File: src/hdl/rlb_pkg.sv
// Shared types and constants for the RGB layer blend unit.
package rlb_pkg;

    // Width of one colour channel.
    localparam int ChanW = 8;
    // Width of a channel product plus the rounding bias (255*255 + 127 fits in 16 bits).
    localparam int ProdW = 16;
    // Width of the remainder left after the first quotient estimate.
    localparam int RemW = 9;
    // Configuration port address width and data width.
    localparam int AddrW = 3;
    localparam int DataW = 32;

    // Bias that turns a floor division by 255 into a rounded one.
    localparam logic [ProdW-1:0] RoundBias = ProdW'(127);
    // Divisor used by the reciprocal correction step.
    localparam logic [RemW-1:0]  Divisor   = RemW'(255);
    // Full scale of a channel.
    localparam logic [ChanW-1:0] FullScale = ChanW'(255);

    // Register index taken from the word address.
    localparam logic RegBlendMode = 1'b0;

    // Blend modes held in the configuration register.
    typedef enum logic [1:0] {
        MODE_MULTIPLY = 2'd0,
        MODE_SUBTRACT = 2'd1,
        MODE_SCREEN   = 2'd2,
        MODE_OVERLAY  = 2'd3
    } t_blend_mode;

    // Control shared by all channel pipelines.
    typedef struct packed {
        logic        advance;
        t_blend_mode mode;
    } t_pipe_ctl;

endpackage

File: src/hdl/rlb_cfg.sv
// APB-style configuration register holding the blend mode.
module rlb_cfg
    import rlb_pkg::*;
(
    input  logic             i_clk,
    input  logic             i_rst_n,
    input  logic             psel,
    input  logic             penable,
    input  logic             pwrite,
    input  logic [AddrW-1:0] paddr,
    input  logic [DataW-1:0] pwdata,
    output logic [DataW-1:0] prdata,
    output logic             pready,
    output t_blend_mode      o_mode
);

    t_blend_mode r_mode;
    t_blend_mode n_mode;
    logic        w_hit;

    // The register index is the word address; only index zero exists.
    assign w_hit = (paddr[2] == RegBlendMode);

    // Next value of the mode register on a completed write transaction.
    always_comb begin
        n_mode = r_mode;
        if (psel && penable && pwrite && pready && w_hit) begin
            n_mode = t_blend_mode'(pwdata[1:0]);
        end
    end

    always_ff @(posedge i_clk) begin
        if (!i_rst_n) begin
            r_mode <= MODE_MULTIPLY;
        end else begin
            r_mode <= n_mode;
        end
    end

    // Read data: the mode for index zero, zero elsewhere.
    assign prdata = w_hit ? {{(DataW-2){1'b0}}, r_mode} : '0;
    assign pready = 1'b1;
    assign o_mode = r_mode;

endmodule

File: src/hdl/rlb_chan.sv
// Four-stage blend pipeline for one colour channel.
module rlb_chan
    import rlb_pkg::*;
(
    input  logic             i_clk,
    input  t_pipe_ctl        i_ctl,
    input  logic [ChanW-1:0] i_a,
    input  logic [ChanW-1:0] i_b,
    output logic [ChanW-1:0] o_result
);

    // Stage 1 registers: multiplier operands and result handling flags.
    logic [ChanW-1:0] r_s1_p, n_s1_p;
    logic [ChanW-1:0] r_s1_m, n_s1_m;
    logic             r_s1_inv, n_s1_inv;
    logic             r_s1_byp, n_s1_byp;
    logic [ChanW-1:0] r_s1_diff, n_s1_diff;

    // Stage 2 registers: biased product.
    logic [ProdW-1:0] r_s2_y;
    logic [ProdW-1:0] n_s2_y;
    logic             r_s2_inv;
    logic             r_s2_byp;
    logic [ChanW-1:0] r_s2_diff;

    // Stage 3 registers: quotient estimate and remainder.
    logic [ChanW-1:0] r_s3_q, n_s3_q;
    logic [RemW-1:0]  r_s3_r, n_s3_r;
    logic             r_s3_inv;
    logic             r_s3_byp;
    logic [ChanW-1:0] r_s3_diff;

    // Stage 4 register: the blended channel.
    logic [ChanW-1:0] r_out, n_out;

    logic [ChanW-1:0] w_a_inv;
    logic [ChanW-1:0] w_b_inv;
    logic [ProdW-1:0] w_sum;
    logic [ProdW:0]   w_q_x255;
    logic [ChanW-1:0] w_q;

    assign w_a_inv = ~i_a;
    assign w_b_inv = ~i_b;

    // Operand selection. Screen and the upper overlay half work on the
    // inverted channels and invert the quotient again at the end.
    always_comb begin
        n_s1_p    = i_a;
        n_s1_m    = i_b;
        n_s1_inv  = 1'b0;
        n_s1_byp  = 1'b0;
        n_s1_diff = (i_a > i_b) ? (i_a - i_b) : '0;
        unique case (i_ctl.mode)
            MODE_MULTIPLY: begin
                n_s1_p = i_a;
                n_s1_m = i_b;
            end
            MODE_SUBTRACT: begin
                n_s1_p   = '0;
                n_s1_m   = '0;
                n_s1_byp = 1'b1;
            end
            MODE_SCREEN: begin
                n_s1_p   = w_a_inv;
                n_s1_m   = w_b_inv;
                n_s1_inv = 1'b1;
            end
            MODE_OVERLAY: begin
                if (!i_b[ChanW-1]) begin
                    n_s1_p = i_a;
                    n_s1_m = {i_b[ChanW-2:0], 1'b0};
                end else begin
                    n_s1_p   = w_a_inv;
                    n_s1_m   = {w_b_inv[ChanW-2:0], 1'b0};
                    n_s1_inv = 1'b1;
                end
            end
        endcase
    end

    // Product with rounding bias.
    assign n_s2_y = r_s1_p * r_s1_m + RoundBias;

    // Reciprocal estimate of y/255: at most one below the true quotient.
    assign w_sum    = r_s2_y + (r_s2_y >> ChanW);
    assign n_s3_q   = w_sum[ProdW-1:ChanW];
    assign w_q_x255 = {1'b0, n_s3_q, {ChanW{1'b0}}} - {{(ProdW+1-ChanW){1'b0}}, n_s3_q};
    assign n_s3_r   = RemW'({1'b0, r_s2_y} - w_q_x255);

    // One correction step, then the final inversion or the subtract bypass.
    assign w_q = r_s3_q + ChanW'(r_s3_r >= Divisor);
    always_comb begin
        if (r_s3_byp) begin
            n_out = r_s3_diff;
        end else if (r_s3_inv) begin
            n_out = FullScale - w_q;
        end else begin
            n_out = w_q;
        end
    end

    // All stages move together whenever the pipeline advances.
    always_ff @(posedge i_clk) begin
        if (i_ctl.advance) begin
            r_s1_p    <= n_s1_p;
            r_s1_m    <= n_s1_m;
            r_s1_inv  <= n_s1_inv;
            r_s1_byp  <= n_s1_byp;
            r_s1_diff <= n_s1_diff;
            r_s2_y    <= n_s2_y;
            r_s2_inv  <= r_s1_inv;
            r_s2_byp  <= r_s1_byp;
            r_s2_diff <= r_s1_diff;
            r_s3_q    <= n_s3_q;
            r_s3_r    <= n_s3_r;
            r_s3_inv  <= r_s2_inv;
            r_s3_byp  <= r_s2_byp;
            r_s3_diff <= r_s2_diff;
            r_out     <= n_out;
        end
    end

    assign o_result = r_out;

endmodule

File: src/hdl/rgb_layer_blend_unit.sv
// Top level of the RGB layer blend unit.
//
// The input channel takes one transaction per pixel pair: a top-layer pixel
// (i_a_*) and a bottom-layer pixel (i_b_*). The output channel gives one
// blended pixel (o_out_*) per input transaction, in order. Both channels use
// valid/ready handshakes. The blend mode is set through the APB-style port
// (register 0 at address 0) and is sampled per pixel as it enters.
//
// Each pixel passes through the four-stage pipeline: operand select,
// multiply, reciprocal estimate, correction and output register.
// Throughput is one pixel per clock when the receiver does not stall.
//
// Synchronous reset clears all valid bits and sets the mode to multiply.
// When the receiver stalls with a result waiting, the whole pipeline holds.
// Bubbles ahead of the output register are not squeezed out, so input ready
// simply follows the output register being free or being taken.
module rgb_layer_blend_unit
    import rlb_pkg::*;
(
    input  logic             i_clk,
    input  logic             i_rst_n,
    input  logic             psel,
    input  logic             penable,
    input  logic             pwrite,
    input  logic [AddrW-1:0] paddr,
    input  logic [DataW-1:0] pwdata,
    output logic [DataW-1:0] prdata,
    output logic             pready,
    input  logic             i_in_valid,
    output logic             o_in_ready,
    input  logic [ChanW-1:0] i_a_red,
    input  logic [ChanW-1:0] i_a_green,
    input  logic [ChanW-1:0] i_a_blue,
    input  logic [ChanW-1:0] i_b_red,
    input  logic [ChanW-1:0] i_b_green,
    input  logic [ChanW-1:0] i_b_blue,
    output logic             o_out_valid,
    input  logic             i_out_ready,
    output logic [ChanW-1:0] o_out_red,
    output logic [ChanW-1:0] o_out_green,
    output logic [ChanW-1:0] o_out_blue
);

    t_blend_mode w_mode;
    t_pipe_ctl   w_ctl;
    logic        w_advance;
    logic        r_v1, r_v2, r_v3, r_vout;

    // Configuration register.
    rlb_cfg u_cfg (
        .i_clk   (i_clk),
        .i_rst_n (i_rst_n),
        .psel    (psel),
        .penable (penable),
        .pwrite  (pwrite),
        .paddr   (paddr),
        .pwdata  (pwdata),
        .prdata  (prdata),
        .pready  (pready),
        .o_mode  (w_mode)
    );

    // The pipeline moves whenever the output register is empty or being taken.
    assign w_advance     = !r_vout || i_out_ready;
    assign w_ctl.advance = w_advance;
    assign w_ctl.mode    = w_mode;
    assign o_in_ready    = w_advance;

    // Valid bits travelling alongside the channel data.
    always_ff @(posedge i_clk) begin
        if (!i_rst_n) begin
            r_v1   <= 1'b0;
            r_v2   <= 1'b0;
            r_v3   <= 1'b0;
            r_vout <= 1'b0;
        end else if (w_advance) begin
            r_v1   <= i_in_valid;
            r_v2   <= r_v1;
            r_v3   <= r_v2;
            r_vout <= r_v3;
        end
    end

    // One pipeline per colour channel.
    rlb_chan u_red (
        .i_clk    (i_clk),
        .i_ctl    (w_ctl),
        .i_a      (i_a_red),
        .i_b      (i_b_red),
        .o_result (o_out_red)
    );

    rlb_chan u_green (
        .i_clk    (i_clk),
        .i_ctl    (w_ctl),
        .i_a      (i_a_green),
        .i_b      (i_b_green),
        .o_result (o_out_green)
    );

    rlb_chan u_blue (
        .i_clk    (i_clk),
        .i_ctl    (w_ctl),
        .i_a      (i_a_blue),
        .i_b      (i_b_blue),
        .o_result (o_out_blue)
    );

    assign o_out_valid = r_vout;

endmodule

File: config.mk
export PLATFORM = sky130hd
export DESIGN_NAME = rgb_layer_blend_unit
export DESIGN_NICKNAME = d
export VERILOG_FILES = /design/src/hdl/rlb_pkg.sv /design/src/hdl/rlb_cfg.sv /design/src/hdl/rlb_chan.sv /design/src/hdl/rgb_layer_blend_unit.sv
export SDC_FILE = /design/constraint.sdc
export NUM_CORES = 1
export LEC_CHECK = 0
export BUFFER_PORTS_ARGS = -buffer_cell sky130_fd_sc_hd__buf_2
export CORE_UTILIZATION = 50
export CTS_CLUSTER_SIZE = 12
export DETAILED_ROUTE_END_ITERATION = 12
export PLACE_DENSITY = 0.68
export SLEW_MARGIN = 5
export SYNTH_ARGS = -nofsm -noshare
export SYNTH_HDL_FRONTEND = slang
export SYNTH_SLANG_ARGS = --single-unit
export TNS_END_PERCENT = 5
File: constraint.sdc
create_clock -name i_clk -period 13.25 [get_ports i_clk]
set_input_delay 1.325 -clock i_clk [delete_from_list [all_inputs] [get_ports i_clk]]
set_output_delay 1.325 -clock i_clk [all_outputs]
set_load 0.005 [all_outputs]
==> impl_results.md <==
* Final std cell area, no fill at between 20000 and 25000 um^2
* Wire per inst at between 10 and 15 um
* Die Y at 202 um
* Largest family of logic cells by synthesized area: adder cells
* Xor/xnor share of the synthesized area at 0.0718
* Post-synthesis sequential area ratio at 0.389
* Pint at just over 3 mW
* Sw Pwr at 1.99 mW
* Most common cell on crit path: fa_1
* Worst Path Max Fanout at 8
* Comb pwr share at 0.541
* CTS root buf: clkbuf_16
* Slowest CP cell: edfxtp_1
* RSZ-0062 raised after global routing: false
* Worst setup margin at roughly 8.6 ns
* Cell taking the most area after synthesis: edfxtp_1
* Reg power frac at 0.299
* WS Path Type: flop to flop
* Largest stage delay on the critical path at around 0.55 ns
* Initial Util at 0.513
* Max frequency at 213 MHz
* CTS Buffer Depth at 3
* Outcome: finished clean
* Final setup fails at 0
* CP delay by family, top: adder cells
* Prevailing post-synth register cell: edfxtp_1
* # Max-Cap Violations at 0
* Placed inst area at about 21000 um^2
* Final Critical Period at 4.70 ns
* Distinct cells, synth at 70
* WP buf/inv at 3
* Routed wire length at between 30000 and 40000 um
* Row Count at between 70 and 80
* H-tree Lvls at 1
* DIE AREA at about 40000 um^2
* Area Growth Syn to Fin at 9.45%
* CTS tree: yes
* Top cell type's share of synthesized area at 0.383
* Number of synthesized register bits at ~260
* Most frequent cell after synthesis: inv_1
* Placed cell count at between 2000 and 2500
* Synth Area in Compound Gates at 0.0793
* Setup crit end kind: flop
* Max_slew headroom at 0.288
* Final Max Slew Viols at 0
* FF/Latch Area at between 7000 and 8000 um^2
* Pin count of the biggest net entering global routing at 79
* FFs w/ async S/R, synth at 0
* ANT nets after route at 0
* Tot GR Track Use at 0.190
* Initial DRC Count at around 640
* NumNets Final at about 2400
* Post-Syn Area at about 20000 um^2
* Post-Synthesis Cells at around 1900
* Clock slew at reported path FFs at roughly 0.060 ns
* Non-filler instance count after layout at around 2500
* Vias at roughly 13000
* Clk pwr share at 0.160
* Hold Fails Final Rpt at 0
* Worst Tran Pin Value at around 1.1 ns
* Core area at around 40000 um^2
* Initial antenna violation count at 2
* Final critical-path share of the clock period at 0.355
* Ratio of cells with drive above 1 in the final layout at 0.0817
* Critical path data required time at roughly 14 ns
* Vias/cell at roughly 5.2
* CP Data Arrival Time at 5.02 ns
* Critical-path cell list: nand2_1 -> fa_1 -> fa_1 -> inv_1 -> fa_1 -> inv_1 -> fa_1 -> inv_1 -> ha_1 -> a211o_1 -> o31a_1 -> a211oi_1 -> o31ai_1 -> xnor2_1
* Overflow after GRT at 0
* Hold-fix buffers, CTS at 0
* TritonCTS Buffers at 30
* Hold Crit Class: flop to flop
* Vias in the first global route at roughly 13000
* Mux cell area share after synthesis at 0.00638
* Number of fill cells at 3359
* Mean Syn Cell Area at between 10 and 15 um^2
* GPL Wtd Cong at ~0.84
* Switching Share at 0.390
* Peak supply drop at 0.000148 V
* Port Buffer Count at 85
* Adder-cell share of the synthesized area at 0.253
* Multi-input logic area at roughly 11000 um^2
* Residual DRC at 0
* Pre-CTS WS at between 8 and 9 ns
* Simple-gate share of the synthesized area at 0.129
* PwrDens at 234 nW/um^2
* Post-CTS Setup Repair Bufs at 0
* Post_cts resized at 0
* Synth top area cells: edfxtp_1 (38%), fa_1 (13%), ha_1 (12%)
* Clock skew at 0.0125 ns
* Post-synth EDFFs at 255
* Post-synth top cells: inv_1 (292), edfxtp_1 (255), ha_1 (198), nand2_1 (166), fa_1 (129)
* First-pass GRT wire length at about 63000 um
* Leakage at approximately 10 nW
* Clk_lat worst skew at 0.58 ns
* Critical Path Start Type: flop
* CTS Sinks at approximately 260
* Fin Hold WS at a little over 0.4 ns
* Setup TNS at 0 ns
* Post-detail-place hpwl at between 20000 and 30000 um
* # IOs at 149
* Pre-antenna DRT Iters at 10
* Syn. warnings at 0
* Overall die width at a little over 200 um
metal layers:
metal / global-route usage / wire, um / part of all wire
met2: 0.319 / 17800 / 0.48
met4: 0.0660 / 1050 / 0.028
met1: 0.254 / 17100 / 0.45
met3: 0.0239 / 1590 / 0.042
met5: 0 / 0 / 0
cells in the final DEF, fill, tap and decap left out, types with 30 or more instances in the layout:
master     Yosys  routed
and2_1       120     120
a21oi_1       48      48
conb_1         2      31
o21ai_0      100     100
buf_2          4      85
clkbuf_16      0      30
nand2_1      166     166
xor2_1        62      62
fa_1         129     129
xnor2_1      100     100
ha_1         198     198
inv_1        292     292
nor2_1        71      71
edfxtp_1     255     255
worst paths after layout:
| path | startpoint | end | slack (ns) | cells past startpoint |
|---|---|---|---|---|
| min | u_red.r_s2_diff[3] | u_red.r_s3_diff[3] | 0.42 | 0 |
| max reg2reg | u_green.r_s1_p[2] | u_green.r_s2_y[15] | 8.55 | 14 |
| min reg2reg | u_red.r_s2_diff[3] | u_red.r_s3_diff[3] | 0.42 | 0 |
| max | u_green.r_s1_p[2] | u_green.r_s2_y[15] | 8.55 | 14 |
registers in the layout, summed over array words and instances (netlist names), 9 cells and up:
name,count
u_red.r_s2_y,16
u_green.r_s2_y,16
u_red.r_s3_r,9
u_blue.r_s3_r,9
u_blue.r_s2_y,16
u_green.r_s3_r,9
power groups by stage:
stage                     registers (mW)  clock network [mW]  logic (mW)
after floorplan                     1.49                   0        2.21
after global placement              1.54                   0        2.69
after detailed placement            1.55                   0        2.76
after CTS                           1.53               0.836        2.79
after global routing                1.56               0.866        3.18
final                               1.53               0.816        2.77
per-stage QoR:
| stage | power, mW | util |
|---|---|---|
| final | 5.11 | 0.561 |
| after global routing | 5.61 | 0.561 |
| after CTS | 5.16 | 0.561 |
| after detailed placement | 4.31 | 0.536 |
| after global placement | 4.23 | 0.536 |
| after floorplan | 3.70 | - |
layout make-up:
| class | count | area share |
|---|---|---|
| multi-input combinational | 1295 | 0.498 |
| timing repair buffer | 91 | 0.0215 |
| antenna | 2 | 0.000229 |
| clock inverter | 16 | 0.00789 |
| inverter | 293 | 0.0502 |
| clock buffer | 39 | 0.0368 |
| tap | 518 | 0.0296 |
| sequential | 261 | 0.355 |
kinds of logic (layout without fill, tap and decap cells):
family | Yosys count | count (layout)
xor+xnor | 163 | 163
flops | 261 | 261
buf+inv | 348 | 439
other cells | 2 | 33
mux | 12 | 12
simple gates | 507 | 507
fa+ha+maj | 327 | 327
compound gates | 255 | 255
No activity file was read; power rests on OpenSTA's default activity.
